### src/rtl/tgarle_pkg.sv
`timescale 1ns / 1ps
// ----------------------------------------------------------------------------
// tgarle_pkg
// Types and constants shared by the truecolor run-length image decoder.
// ----------------------------------------------------------------------------
package tgarle_pkg;

  localparam int unsigned HDR_LEN = 18;

  // header byte offsets
  localparam logic [4:0] POS_TYPE  = 5'd2;
  localparam logic [4:0] POS_W_LO  = 5'd12;
  localparam logic [4:0] POS_W_HI  = 5'd13;
  localparam logic [4:0] POS_H_LO  = 5'd14;
  localparam logic [4:0] POS_H_HI  = 5'd15;
  localparam logic [4:0] POS_DEPTH = 5'd16;
  localparam logic [4:0] POS_LAST  = 5'(HDR_LEN - 1);

  localparam logic [7:0] TYPE_RLE_MAP   = 8'd9;
  localparam logic [7:0] TYPE_RLE_TRUE  = 8'd10;
  localparam logic [7:0] DEPTH_24       = 8'd24;
  localparam logic [7:0] DEPTH_32       = 8'd32;
  localparam int unsigned RUN_FLAG_BIT  = 7;

  typedef enum logic [1:0] {
    PH_HEADER = 2'd0,
    PH_PIXELS = 2'd1,
    PH_DONE   = 2'd2
  } phase_t;

  typedef enum logic [1:0] {
    KIND_PIXEL   = 2'd0,
    KIND_HDR_OK  = 2'd1,
    KIND_HDR_BAD = 2'd2
  } kind_t;

  // parser control state
  typedef struct packed {
    phase_t      phase;
    logic [4:0]  hpos;
    logic        run_coded;
    logic [15:0] img_w;
    logic [15:0] img_h;
    logic        four_bpp;
    logic [31:0] remaining;
    logic        pkt_run;
    logic [7:0]  pkt_left;
    logic [1:0]  bip;
  } ctl_t;

  localparam ctl_t CTL_RST = '{PH_HEADER, 5'd0, 1'b0, 16'd0, 16'd0, 1'b0,
                               32'd0, 1'b0, 8'd0, 2'd0};

  typedef struct packed {
    kind_t       kind;
    logic [7:0]  red;
    logic [7:0]  green;
    logic [7:0]  blue;
    logic [7:0]  alpha;
    logic [7:0]  repeat_res;
    logic [15:0] width;
    logic [15:0] height;
    logic        has_alpha;
    logic        last_pixel;
  } res_t;

endpackage

### src/rtl/tgarle_step.sv
`timescale 1ns / 1ps
// ----------------------------------------------------------------------------
// tgarle_step
// Next-state and result logic for one file byte: header parse, packet
// headers, pixel assembly and run clipping.
// ----------------------------------------------------------------------------
module tgarle_step (
  input  tgarle_pkg::ctl_t ctl,
  input  logic [7:0]       pb [3],
  input  logic [7:0]       file_byte,
  input  logic             start_req,
  output tgarle_pkg::ctl_t ctl_nxt,
  output logic [7:0]       pb_nxt [3],
  output logic             emit,
  output tgarle_pkg::res_t res
);

  tgarle_pkg::ctl_t cur;
  logic             hdr_ok;
  logic [1:0]       last_idx;
  logic [7:0]       rep;

  always_comb begin
    cur      = start_req ? tgarle_pkg::CTL_RST : ctl;
    ctl_nxt  = cur;
    pb_nxt   = pb;
    emit     = 1'b0;
    res      = '0;
    hdr_ok   = (cur.img_w != 16'd0) && (cur.img_h != 16'd0) &&
               ((file_byte == tgarle_pkg::DEPTH_24) || (file_byte == tgarle_pkg::DEPTH_32));
    last_idx = cur.four_bpp ? 2'd3 : 2'd2;
    rep      = 8'd1;

    unique case (cur.phase)
      tgarle_pkg::PH_HEADER: begin
        if (cur.hpos < tgarle_pkg::POS_LAST) ctl_nxt.hpos = cur.hpos + 5'd1;
        unique case (cur.hpos)
          tgarle_pkg::POS_TYPE: begin
            ctl_nxt.run_coded = (file_byte == tgarle_pkg::TYPE_RLE_MAP) ||
                                (file_byte == tgarle_pkg::TYPE_RLE_TRUE);
          end
          tgarle_pkg::POS_W_LO: ctl_nxt.img_w[7:0]  = file_byte;
          tgarle_pkg::POS_W_HI: ctl_nxt.img_w[15:8] = file_byte;
          tgarle_pkg::POS_H_LO: ctl_nxt.img_h[7:0]  = file_byte;
          tgarle_pkg::POS_H_HI: ctl_nxt.img_h[15:8] = file_byte;
          tgarle_pkg::POS_DEPTH: begin
            ctl_nxt.four_bpp = (file_byte == tgarle_pkg::DEPTH_32);
            emit             = 1'b1;
            res.kind         = hdr_ok ? tgarle_pkg::KIND_HDR_OK : tgarle_pkg::KIND_HDR_BAD;
            res.width        = cur.img_w;
            res.height       = cur.img_h;
            res.has_alpha    = (file_byte == tgarle_pkg::DEPTH_32);
            if (hdr_ok) begin
              ctl_nxt.remaining = {16'd0, cur.img_w} * {16'd0, cur.img_h};
            end else begin
              ctl_nxt.phase = tgarle_pkg::PH_DONE;
            end
          end
          tgarle_pkg::POS_LAST: begin
            ctl_nxt.phase    = tgarle_pkg::PH_PIXELS;
            ctl_nxt.pkt_left = 8'd0;
            ctl_nxt.pkt_run  = 1'b0;
            ctl_nxt.bip      = 2'd0;
          end
          default: ;
        endcase
      end
      tgarle_pkg::PH_PIXELS: begin
        if (cur.remaining == 32'd0) begin
          ctl_nxt.phase = tgarle_pkg::PH_DONE;
        end else if (cur.run_coded && (cur.pkt_left == 8'd0) && (cur.bip == 2'd0)) begin
          // packet header byte
          ctl_nxt.pkt_run  = file_byte[tgarle_pkg::RUN_FLAG_BIT];
          ctl_nxt.pkt_left = {1'b0, file_byte[6:0]} + 8'd1;
        end else if (cur.bip < last_idx) begin
          pb_nxt[cur.bip] = file_byte;
          ctl_nxt.bip     = cur.bip + 2'd1;
        end else begin
          ctl_nxt.bip = 2'd0;
          if (cur.run_coded && cur.pkt_run) begin
            // clip the run to the pixels still owed
            rep = ({24'd0, cur.pkt_left} > cur.remaining) ? cur.remaining[7:0]
                                                            : cur.pkt_left;
            ctl_nxt.pkt_left = 8'd0;
          end else if (cur.run_coded && (cur.pkt_left != 8'd0)) begin
            ctl_nxt.pkt_left = cur.pkt_left - 8'd1;
          end
          ctl_nxt.remaining = cur.remaining - {24'd0, rep};
          emit            = 1'b1;
          res.kind        = tgarle_pkg::KIND_PIXEL;
          res.red         = cur.four_bpp ? pb[2] : file_byte;
          res.alpha       = cur.four_bpp ? file_byte : 8'd0;
          res.green       = pb[1];
          res.blue        = pb[0];
          res.repeat_res  = rep;
          res.has_alpha   = cur.four_bpp;
          res.last_pixel  = (ctl_nxt.remaining == 32'd0);
          if (ctl_nxt.remaining == 32'd0) ctl_nxt.phase = tgarle_pkg::PH_DONE;
        end
      end
      default: ;
    endcase
  end

endmodule

### src/rtl/tga_rle_pixel_decoder_core.sv
`timescale 1ns / 1ps
// ----------------------------------------------------------------------------
// tga_rle_pixel_decoder_core
// Byte-stream decoder for truecolor (24/32-bit) image files, raw or
// run-length coded, emitting a header word and RGB(A) pixel words.
// ----------------------------------------------------------------------------
// Takes one file byte per clock with no gaps required while the output is not
// stalled; each byte goes through an input register and one pass of decode
// logic into the result register, which presents its result word. The rate is
// set by the single decode pass, whose longest path is the width by height
// product taken on the depth byte. A header word comes out on header byte 16,
// one pixel word per pixel (a run packet gives one word carrying its repeat
// count), and start on in_tuser restarts the parser at that byte.
module tga_rle_pixel_decoder_core (
  input  logic        clk,
  input  logic        rst_n,
  input  logic        in_tvalid,
  output logic        in_tready,
  input  logic [7:0]  in_tdata,   // [7:0] file_byte
  input  logic [0:0]  in_tuser,   // [0] start_req
  output logic        out_tvalid,
  input  logic        out_tready,
  // [7:0] red, [15:8] green, [23:16] blue, [31:24] alpha,
  // [39:32] repeat_res, [55:40] width, [71:56] height
  output logic [71:0] out_tdata,
  output logic [2:0]  out_tuser,  // [1:0] kind, [2] has_alpha
  output logic        out_tlast   // last_pixel
);

  logic             s1_valid_r;
  logic [7:0]       s1_byte_r;
  logic             s1_start_r;
  logic             adv;

  tgarle_pkg::ctl_t ctl_r, ctl_nxt;
  logic [7:0]       pb_r [3];
  logic [7:0]       pb_nxt [3];
  logic             emit;
  tgarle_pkg::res_t res_nxt, res_r;
  logic             out_valid_r;

  assign adv       = s1_valid_r && (!out_valid_r || out_tready);
  assign in_tready = !s1_valid_r || adv;

  tgarle_step u_step (
    .ctl       (ctl_r),
    .pb        (pb_r),
    .file_byte (s1_byte_r),
    .start_req (s1_start_r),
    .ctl_nxt   (ctl_nxt),
    .pb_nxt    (pb_nxt),
    .emit      (emit),
    .res       (res_nxt)
  );

  always_ff @(posedge clk) begin
    if (!rst_n) begin
      s1_valid_r <= 1'b0;
    end else if (in_tready) begin
      s1_valid_r <= in_tvalid;
    end
  end

  always_ff @(posedge clk) begin
    if (in_tready && in_tvalid) begin
      s1_byte_r  <= in_tdata;
      s1_start_r <= in_tuser[0];
    end
  end

  always_ff @(posedge clk) begin
    if (!rst_n) begin
      ctl_r <= tgarle_pkg::CTL_RST;
    end else if (adv) begin
      ctl_r <= ctl_nxt;
    end
  end

  always_ff @(posedge clk) begin
    if (adv) begin
      pb_r <= pb_nxt;
    end
  end

  always_ff @(posedge clk) begin
    if (!rst_n) begin
      out_valid_r <= 1'b0;
    end else if (adv) begin
      out_valid_r <= emit;
    end else if (out_tready) begin
      out_valid_r <= 1'b0;
    end
  end

  always_ff @(posedge clk) begin
    if (adv && emit) begin
      res_r <= res_nxt;
    end
  end

  assign out_tvalid = out_valid_r;
  assign out_tdata  = {res_r.height, res_r.width, res_r.repeat_res, res_r.alpha,
                       res_r.blue, res_r.green, res_r.red};
  assign out_tuser  = {res_r.has_alpha, res_r.kind};
  assign out_tlast  = res_r.last_pixel;

  // pixel phase always owes at least one pixel
  a_pix_owed: assert property (@(posedge clk) disable iff (!rst_n)
    (ctl_r.phase == tgarle_pkg::PH_PIXELS) |-> (ctl_r.remaining != 32'd0))
    else $error("pixel phase with nothing owed");

  // a pixel word stands for at least one pixel
  a_rep_nonzero: assert property (@(posedge clk) disable iff (!rst_n)
    (out_valid_r && (res_r.kind == tgarle_pkg::KIND_PIXEL)) |-> (res_r.repeat_res != 8'd0))
    else $error("pixel word with zero repeat");

  // header words carry no pixel count and never close the image
  a_hdr_clean: assert property (@(posedge clk) disable iff (!rst_n)
    (out_valid_r && (res_r.kind != tgarle_pkg::KIND_PIXEL)) |->
      ((res_r.repeat_res == 8'd0) && !res_r.last_pixel))
    else $error("header word with pixel fields set");

  // last pixel leaves the parser done
  a_done_after_last: assert property (@(posedge clk) disable iff (!rst_n)
    (adv && emit && res_nxt.last_pixel && !in_tvalid) |=>
      (ctl_r.phase == tgarle_pkg::PH_DONE))
    else $error("parser not done after last pixel");

endmodule
### config.mk
export PLATFORM = sky130hd
export DESIGN_NAME = tga_rle_pixel_decoder_core
export DESIGN_NICKNAME = d
export VERILOG_FILES = /design/src/rtl/tgarle_pkg.sv /design/src/rtl/tgarle_step.sv /design/src/rtl/tga_rle_pixel_decoder_core.sv
export SDC_FILE = /design/constraint.sdc
export NUM_CORES = 1
export LEC_CHECK = 0
export ABC_AREA = 1
export BUFFER_PORTS_ARGS = -buffer_cell sky130_fd_sc_hd__buf_2
export CAP_MARGIN = 20
export CELL_PAD_IN_SITES_DETAIL_PLACEMENT = 0
export CELL_PAD_IN_SITES_GLOBAL_PLACEMENT = 2
export CORE_MARGIN = 3
export CORE_UTILIZATION = 41
export DETAILED_ROUTE_END_ITERATION = 12
export PLACE_DENSITY_LB_ADDON = 0.1
export SLEW_MARGIN = 10
export SYNTH_ARGS = -nofsm -noshare
export SYNTH_HDL_FRONTEND = slang
export SYNTH_SLANG_ARGS = --single-unit
### constraint.sdc
create_clock -name clk -period 10.35 [get_ports clk]
set_clock_uncertainty 0.05 [all_clocks]
set_input_delay 1.035 -clock clk [delete_from_list [all_inputs] [get_ports clk]]
set_output_delay 1.035 -clock clk [all_outputs]
set_load 0.005 [all_outputs]
==> impl_metrics.ini, run 1 <==
[global_route]
grt_use_total = 0.2664
grt_pass1_vias = 17560
grt-ovfl-total = 0
antenna_found_initial = 1
grt_first_pass_wirelength_um = 106500
grt_max_degree = 77

[logic_synthesis]
synth_edf_count = 109
synth_cells = 2672
synthesis.area_mm2 = 0.02028
ys_seq_area_frac = 0.2463
ys.flop_type = edfxtp_1
yosys_warnings = 0
syn_nets = 3011
syn_area_per_cell_um2 = 7.589
yosysUniqueCellTypes = 56
ys_ff_latch = 195
synthArstFlopShare = 0

[clock_tree]
root_buffer = clkbuf_16
cts_tree = done
numCtsBuffers = 17
clkSlewWorstSetupHoldPaths_ns = 0.08
ctsResizeCount = 0
clock_latency_ns = 0.47
numClockSinks = 195
holdBufCountCts = 0
clk_path_buf_depth = 2
h-tree-depth = 4
post_cts_buffers = 0

[min_path]
min_from = ctl_r[41]
hold_class = flop to flop
holdPathStages = 2
hold_end = ctl_r[41]

[final_layout]
utilization = 0.4526
final-seq-area_mm2 = 0.004995
multiInputGateArea_mm2 = 0.01284
num-nets-final = 3039
nFillCells = 5109
antenna_cells = 0
drive_above_1_share = 0.07999
syn_to_final_growth_pct = 7.682

[drt]
routed.top_layer = met5
drtAntennaViolNets = 0
wire_per_inst_um = 20.67
firstDrtPassIters = 8
vias_per_cell = 5.294
drc = 0
wirelength_um = 69640
vias = 17840
met1_length_um = 31350
dr_wl_met3_um = 4468
initialDrtViolationCount = 1260
dr_wl_met2_um = 31670

[setup_path]
r2r-start = s1_start_r
worstPathArrival_ns = 7.95
rr_endpoint = ctl_r[38]
endpoint_kind = flop
critPathKind = flop to flop
start_kind = flop
worst_path_most_repeated_cell = inv_1
cp_max_fo = 58
reg2reg_depth = 29
r2r_setup_slack_ns = 2.72
cp.required_ns = 10.67
slowest_delay_ns = 0.67
crit_slowest_cell = inv_4

[timing]
hold_violations = 0
finalWorstSetupSlack_ns = 2.718
tightest_slew_ns = 0.9672
finalSetupViolCount = 0
timing.final.crit_share = 0.7374
fin_setup_tns_ns = 0
period_needed_ns = 7.632
rsz0062_at_grt = false
slew_headroom = 0.3552
slew_viol_final = 0
clock.fmax_mhz = 131.0

[placement]
pre_cts_ws_ns = 2.744
dp_hpwl_um = 53860
port-buffer-count = 90
gp_congestion = 0.9113

[power_and_ir_drop]
peakVddDrop_v = 0.00007480
powerDensity_mw_per_mm2 = 92.24
p_leak_nw = 9.953

[die]
initial_core_util = 0.4203
rows = 80
coreArea_mm2 = 0.04825
die_w_um = 228.4
die_h_um = 228.4
die_area_mm2 = 0.05216
ios = 91

[run]
drv_cap = 0

[run_status]
outcome = finished, final reports clean
[cell type report]
class / instances / share of cell area
multi-input cells: 1855 / 0.5882
well taps: 656 / 0.03759
clock inverters: 13 / 0.007392
flip-flops and latches: 195 / 0.2287
repair buffers: 111 / 0.02876
clock buffers: 19 / 0.01983
inverters: 520 / 0.08950
[placed cells by master, fill, tap and decap left out, drive strengths merged, types with 56 or more instances in the layout]
cell,n
a21oi,145
buf,111
nor2,375
nand2,517
edfxtp,109
fa,195
dfxtp,86
o211ai,56
inv,520
o21ai,168
nand3,82
ha,131
[Yosys cell counts, types with 9 or more instances]
cell      number  area (µm²)
buf_2         12       60.06
a31oi_1       24       150.1
xnor2_1       12       105.1
a211oi_1      16       120.1
inv_2         18       67.56
nor2_1       360        1351
nand3_1       81       405.4
nand2_4        9       101.4
edfxtp_1     109        3273
a21oi_1      144       720.7
nor2_2        12       75.07
nand2_1      497        1866
nand4_1       24       150.1
o211ai_1      52       390.4
nor4_1        12       75.07
o21ai_0      149       745.7
nand2_2       11       68.82
nor3_1        31       155.2
inv_1        493        1851
clkbuf_1      70       262.8
xor2_1        22       192.7
dfxtp_1       86        1722
fa_1         195        3904
buf_6          9       101.4
ha_1         131        1639
o21ai_1       15       75.07
[per-layer routing]
layer,GRT usage,up-vias
li1,-,8544
met1,0.3652,8629
met2,0.4217,552
met3,0.05521,109
met4,0.08781,2
met5,0,-
[per-stage QoR]
step / instance area (µm²) / power, W / instances / hold WS (ns)
after floorplan: 20280 / 0.001177 / 2672 / 0.3926
after global placement: 21210 / 0.001327 / 3336 / 0.4023
after detailed placement: 21240 / 0.001328 / 3337 / 0.4058
after CTS: 21840 / 0.002024 / 3369 / 0.4247
after global routing: 21840 / 0.002102 / 3369 / 0.4325
final: 21840 / 0.002014 / 3369 / 0.4221
[power breakdown]
group	total (W)	internal, W	leakage [nW]	switching, W
Combinational	0.000453	0.000125	8.10	0.000327
Clock	0.000695	0.000347	0.288	0.000348
Sequential	0.000866	0.000836	1.57	0.0000302
[worst max-delay path, delay by kind of cell (launching register included)]
family	cells	cell delay [ns]
AND/OR/NAND/NOR	6	0.76
flip-flops	1	0.36
adder cells (fa/ha/maj)	7	3.39
buffers and inverters	9	1.74
AO/OA/AOI/OAI	7	1.19
[flip-flops by register name, indices dropped and copies added (netlist names)]
register / count
out_tuser: 3
pb_r: 24
out_tlast: 1
out_tdata: 72
s1_byte_r: 8
s1_valid_r: 1
out_tvalid: 1
s1_start_r: 1
ctl_r: 84
[worst max-delay path by stage]
stage               start      endpoint
2_1_floorplan  s1_start_r  out_tdata[0]
3_3_place_gp   s1_start_r     ctl_r[38]
3_5_place_dp   s1_start_r     ctl_r[38]
4_1_cts        s1_start_r     ctl_r[38]
5_1_grt        s1_start_r     ctl_r[38]
6_report       s1_start_r     ctl_r[38]
[logic make-up (layout without fill, tap and decap cells)]
group           Yosys count  in the layout  share of synthesized area
flops                   195            195                     0.2463
buf+inv                 622            663                     0.1212
fa+ha+maj               327            327                     0.2738
simple gates           1057           1057                     0.2193
xor+xnor                 34             34                    0.01468
compound gates          437            437                     0.1246
(Power assumes the default switching activity.)
==> run 2, diff against run 1 <==
--- a/config.mk
+++ b/config.mk
@@ -11,7 +11,7 @@
 export CELL_PAD_IN_SITES_DETAIL_PLACEMENT = 0
 export CELL_PAD_IN_SITES_GLOBAL_PLACEMENT = 2
 export CORE_MARGIN = 3
-export CORE_UTILIZATION = 41
+export CORE_UTILIZATION = 38
 export DETAILED_ROUTE_END_ITERATION = 12
 export PLACE_DENSITY_LB_ADDON = 0.1
 export SLEW_MARGIN = 10
==> constraint.sdc (replaced) <==
create_clock -name clk -period 7.2 [get_ports clk]
set_clock_uncertainty 0.05 [all_clocks]
set_input_delay 0.72 -clock clk [delete_from_list [all_inputs] [get_ports clk]]
set_output_delay 0.72 -clock clk [all_outputs]
set_load 0.005 [all_outputs]
==> run 2 against run 1 <==
Global-route usage hardly changed. Maximum frequency grew 11%. Wire length rose by 7.2%. Largest cell class unchanged.
==> impl_metrics.ini, run 2 (synthesis results as in run 1) <==
[clock_tree]
clock_latency_ns = 0.48
holdBufCountCts = 0
numClockSinks = 195
h-tree-depth = 4
clk_path_buf_depth = 2
cts_tree = done
clkSlewWorstSetupHoldPaths_ns = 0.10
root_buffer = clkbuf_16
numCtsBuffers = 17

[timing]
period_needed_ns = 6.854
holdWs_ns = 0.3718
tightest_slew_ns = 0.8904
clock.fmax_mhz = 145.9
timing.final.crit_share = 0.9520
rsz0062_at_grt = false
finalSetupViolCount = 0
hold_violations = 0
slew_viol_final = 0
slew_headroom = 0.4064

[global_route]
grt_pass1_vias = 18230
grt_use_total = 0.2663
grt_max_degree = 75
grt_first_pass_wirelength_um = 114400
grt-ovfl-total = 0
antenna_found_initial = 0

[final_layout]
antenna_cells = 0
regMostFlops = ctl_r
num-nets-final = 3123
layout_common_cells = nand2_1, inv_1, nor2_1, fa_1, o21ai_0
largest_reg_flops = 84
syn_to_final_growth_pct = 11.45
drive_above_1_share = 0.1108
utilization = 0.4292
layout_commonest_cell = nand2_1

[drt]
dr_wl_met2_um = 34260
wirelength_um = 74650
vias_per_cell = 5.286
vias = 18420
drtAntennaViolNets = 0
initialDrtViolationCount = 1362
dr_wl_met3_um = 3993
routed.top_layer = met4
firstDrtPassIters = 6
wire_per_inst_um = 21.42
drc = 0
met1_length_um = 34280

[die]
rows = 84
coreArea_mm2 = 0.05266
die_w_um = 237.0
initial_core_util = 0.3851
ios = 91
die_h_um = 237.0
die_area_mm2 = 0.05617

[placement]
dp_hpwl_um = 59050
port-buffer-count = 90
gp_congestion = 0.9535

[power_and_ir_drop]
powerDensity_mw_per_mm2 = 132.5
p_leak_nw = 10.40
peakVddDrop_v = 0.0001523

[run_status]
outcome = finished, final reports clean

[min_path]
hold_class = primary input to flop

[setup_path]
start_kind = flop
critPathKind = flop to flop
cp.required_ns = 7.50
endpoint_kind = flop
worstPathArrival_ns = 7.16
cp_max_fo = 9

[run]
drv_cap = 0
run 2: changes by cell type in the layout (fill, tap and decap cells not counted), moves of 2 or more:
cell / delta
buf_4: +81
inv_12: +4
buf_12: +3
inv_8: -3
a21oi_1: -2
a21oi_2: +2
clkbuf_1: -2
clkinv_8: +2
nand3_1: -2
nand3_2: +2
run 2: cell type report:
type / count / area (µm²)
fill: 5529 / 30060
timing repair buffer: 195 / 1280
clock buffer: 17 / 425.4
sequential: 195 / 4995
tap: 688 / 860.8
multi-input combinational: 1855 / 12870
inverter: 520 / 1962
clock inverter: 15 / 206.4
run 2: metrics by stage:
step	instance area [µm²]	setup WS (ns)	instances	setup TNS, ns	total power (W)
floorplan	20280	1.012	2672	0	0.001692
global placement	21860	-0.2418	3445	-0.7941	0.001954
detailed placement	21860	-0.2278	3445	-0.8372	0.001951
CTS	22520	0.005245	3481	0	0.003000
global route	22600	0.02549	3485	0	0.003126
finish	22600	0.3458	3485	0	0.002995
run 2: power breakdown:
part	internal, W	total [W]	switching (W)
Sequential	0.00120	0.00123	0.0000313
Combinational	0.000205	0.000707	0.000502
Clock	0.000487	0.00106	0.000568
Total	0.00189	0.00299	0.00110
run 2: worst paths after layout:
check | from | end | slack, ns | cells after the start
max | s1_start_r | ctl_r[37] | 0.35 | 26
min | in_tdata[0] | s1_byte_r[0] | 0.37 | 1
max reg2reg | s1_start_r | ctl_r[37] | 0.35 | 26
min reg2reg | ctl_r[41] | ctl_r[41] | 0.42 | 2
run 2: worst max-delay path: stages (launching register included):
cell      delay [ns]
edfxtp_1        0.49
clkinv_4        0.15
nand2_2         0.16
inv_1           0.13
buf_4           0.21
nand2_1         0.10
fa_1            0.54
inv_1           0.05
fa_1            0.47
inv_1           0.05
fa_1            0.49
inv_1           0.06
fa_1            0.48
fa_1            0.59
inv_1           0.09
fa_1            0.51
inv_1           0.06
ha_1            0.39
a21oi_1         0.25
o21ai_0         0.23
a21oi_2         0.29
nand3_2         0.22
a21oi_1         0.22
xor2_1          0.21
nand2_1         0.08
nand2_1         0.09
a31oi_1         0.07
run 2: layer usage:
layer  GRT usage  vias to the layer above
met2      0.4280                      617
met4     0.07715                        0
met1      0.3764                     8991
li1            -                     8701
met5           0                        -
met3     0.03413                      114
run 2: what timing repair did:
action                     4_1_cts  5_1_grt
gates resized for setup          1       11
setup endpoints to repair        7       10
cloned                           0        0
setup buffers                    4        4
pin swaps                        0        0
==> run 3, diff against run 2 <==
--- a/config.mk
+++ b/config.mk
@@ -6,10 +6,11 @@
 export NUM_CORES = 1
 export LEC_CHECK = 0
 export ABC_AREA = 1
-export BUFFER_PORTS_ARGS = -buffer_cell sky130_fd_sc_hd__buf_2
+export BUFFER_PORTS_ARGS = -buffer_cell sky130_fd_sc_hd__buf_4
 export CAP_MARGIN = 20
 export CELL_PAD_IN_SITES_DETAIL_PLACEMENT = 0
 export CELL_PAD_IN_SITES_GLOBAL_PLACEMENT = 2
+export CORE_ASPECT_RATIO = 0.9
 export CORE_MARGIN = 3
 export CORE_UTILIZATION = 38
 export DETAILED_ROUTE_END_ITERATION = 12
==> run 3 against run 2 <==
Register-to-register slack about the same. Maximum frequency about the same. Critical endpoint is now ctl_r[35]. Critical path type unchanged. Highest routed layer unchanged. Sequential share of layout area up 0.16 points.
==> impl_metrics.ini, run 3 (synthesis results as in run 1) <==
[power_and_ir_drop]
powerDensity_mw_per_mm2 = 132.1
peakVddDrop_v = 0.0001681
pwr-share-seq = 0.419
p_sw_frac = 0.3643
intPower_w = 0.001884
power.share.clock = 0.353
combPwrFrac = 0.228
power_switching_w = 0.001080
p_leak_nw = 10.29

[timing]
holdWs_ns = 0.3628
slew_viol_final = 0
slew_headroom = 0.3732
period_needed_ns = 6.848
timing.final.crit_share = 0.9511
finalWorstSetupSlack_ns = 0.3523
hold_violations = 0
rsz0062_at_grt = false
clock.fmax_mhz = 146.0
tightest_slew_ns = 0.9403
fin_setup_tns_ns = 0
finalSetupViolCount = 0

[drt]
firstDrtPassIters = 5
vias = 18060
vias_per_cell = 5.247
wirelength_um = 72350
wire_per_inst_um = 21.02
drtAntennaViolNets = 0
initialDrtViolationCount = 1479
drc = 0

[setup_path]
critPathKind = flop to flop
cp.required_ns = 7.50
worst_path_most_repeated_cell = fa_1
rr_endpoint = ctl_r[35]
r2r-start = s1_start_r
endpoint_kind = flop
r2r_setup_slack_ns = 0.35
start_kind = flop
cp_max_fo = 28
reg2reg_depth = 26
worstPathArrival_ns = 7.15
slowest_delay_ns = 0.51
crit_slowest_cell = edfxtp_1

[clock_tree]
cts_tree = done
numClockSinks = 195
clkSlewWorstSetupHoldPaths_ns = 0.10
h-tree-depth = 4
numCtsBuffers = 17
root_buffer = clkbuf_16
clk_path_buf_depth = 2
clock_latency_ns = 0.49

[final_layout]
largest_reg_flops = 84
num-nets-final = 3079
multiInputGateArea_mm2 = 0.01284
drive_above_1_share = 0.09481
final-seq-area_mm2 = 0.004995
layout_commonest_cell = nand2_1
final_cells = 3442
nFillCells = 5435
layout_common_cells = nand2_1, inv_1, nor2_1, fa_1, buf_4
syn_to_final_growth_pct = 10.66
regMostFlops = ctl_r

[global_route]
grt_pass1_vias = 17880
grt_use_total = 0.2616
antenna_found_initial = 0
grt_max_degree = 72
grt-ovfl-total = 0
grt_first_pass_wirelength_um = 111500

[placement]
dp_hpwl_um = 56220
gp_congestion = 0.9208
port-buffer-count = 90
pre_cts_ws_ns = 0.1752
dp_cells = 3406

[run]
drv_cap = 0

[die]
ios = 91
coreArea_mm2 = 0.05219
die_h_um = 225.2
initial_core_util = 0.3885
rows = 79
die_area_mm2 = 0.05617
die_w_um = 249.5

[min_path]
min_from = in_tdata[0]
holdPathStages = 1
hold_end = s1_byte_r[0]
hold_class = primary input to flop

[run_status]
outcome = finished, final reports clean
run 3: stage by stage:
stage	total power (W)	instance area (µm²)	utilization
global route	0.003108	22440	0.4299
detailed placement	0.001931	21780	0.4173
CTS	0.002980	22410	0.4293
finish	0.002964	22440	0.4299
global placement	0.001932	21780	0.4173
floorplan	0.001692	20280	-
run 3: critical path, delay by kind of cell, from the launching register on:
family | cells | cell delay, ns
fa+ha+maj | 7 | 3.11
buf+inv | 7 | 0.98
simple gates | 6 | 0.97
compound gates | 5 | 0.83
flops | 1 | 0.51
xor+xnor | 1 | 0.25
run 3: worst max-delay path by stage:
stage	startpoint	end	slack, ns	cells past startpoint
floorplan	s1_start_r	out_tdata[0]	1.01	13
global placement	s1_start_r	ctl_r[35]	0.14	26
detailed placement	s1_start_r	ctl_r[35]	0.18	26
CTS	s1_start_r	ctl_r[35]	0.12	26
global route	s1_start_r	ctl_r[35]	0.04	24
finish	s1_start_r	ctl_r[35]	0.35	26
run 3: layer usage:
metal  vias up  global-route usage  routed length, µm
li1       8624                   -                  -
met1      8744              0.3805              34140
met2       632              0.4134              32200
met3        60             0.04258               4872
met4         0             0.05314               1138
met5         -                   0                  0
run 3: cell type report:
cell class | count | share of cell area
timing repair buffer | 151 | 0.05108
tap | 688 | 0.03836
clock inverter | 14 | 0.008476
inverter | 520 | 0.08743
antenna | 1 | 0.0001115
multi-input combinational | 1855 | 0.5724
sequential | 195 | 0.2226
clock buffer | 18 | 0.01957
run 3: power by group through the flow:
stage / Combinational (W) / Clock, W / Sequential [W]
2_1_floorplan: 0.000443 / 0 / 0.00125
3_3_place_gp: 0.000667 / 0 / 0.00127
3_5_place_dp: 0.000666 / 0 / 0.00127
4_1_cts: 0.000672 / 0.00107 / 0.00124
5_1_grt: 0.000749 / 0.00111 / 0.00125
6_report: 0.000677 / 0.00105 / 0.00124
run 3: timing repair:
action | 4_1_cts | 5_1_grt
resized for setup | 0 | 2
hold buffers | 0 | 0
setup endpoints to repair | 0 | 5
buffers inserted | 0 | 3
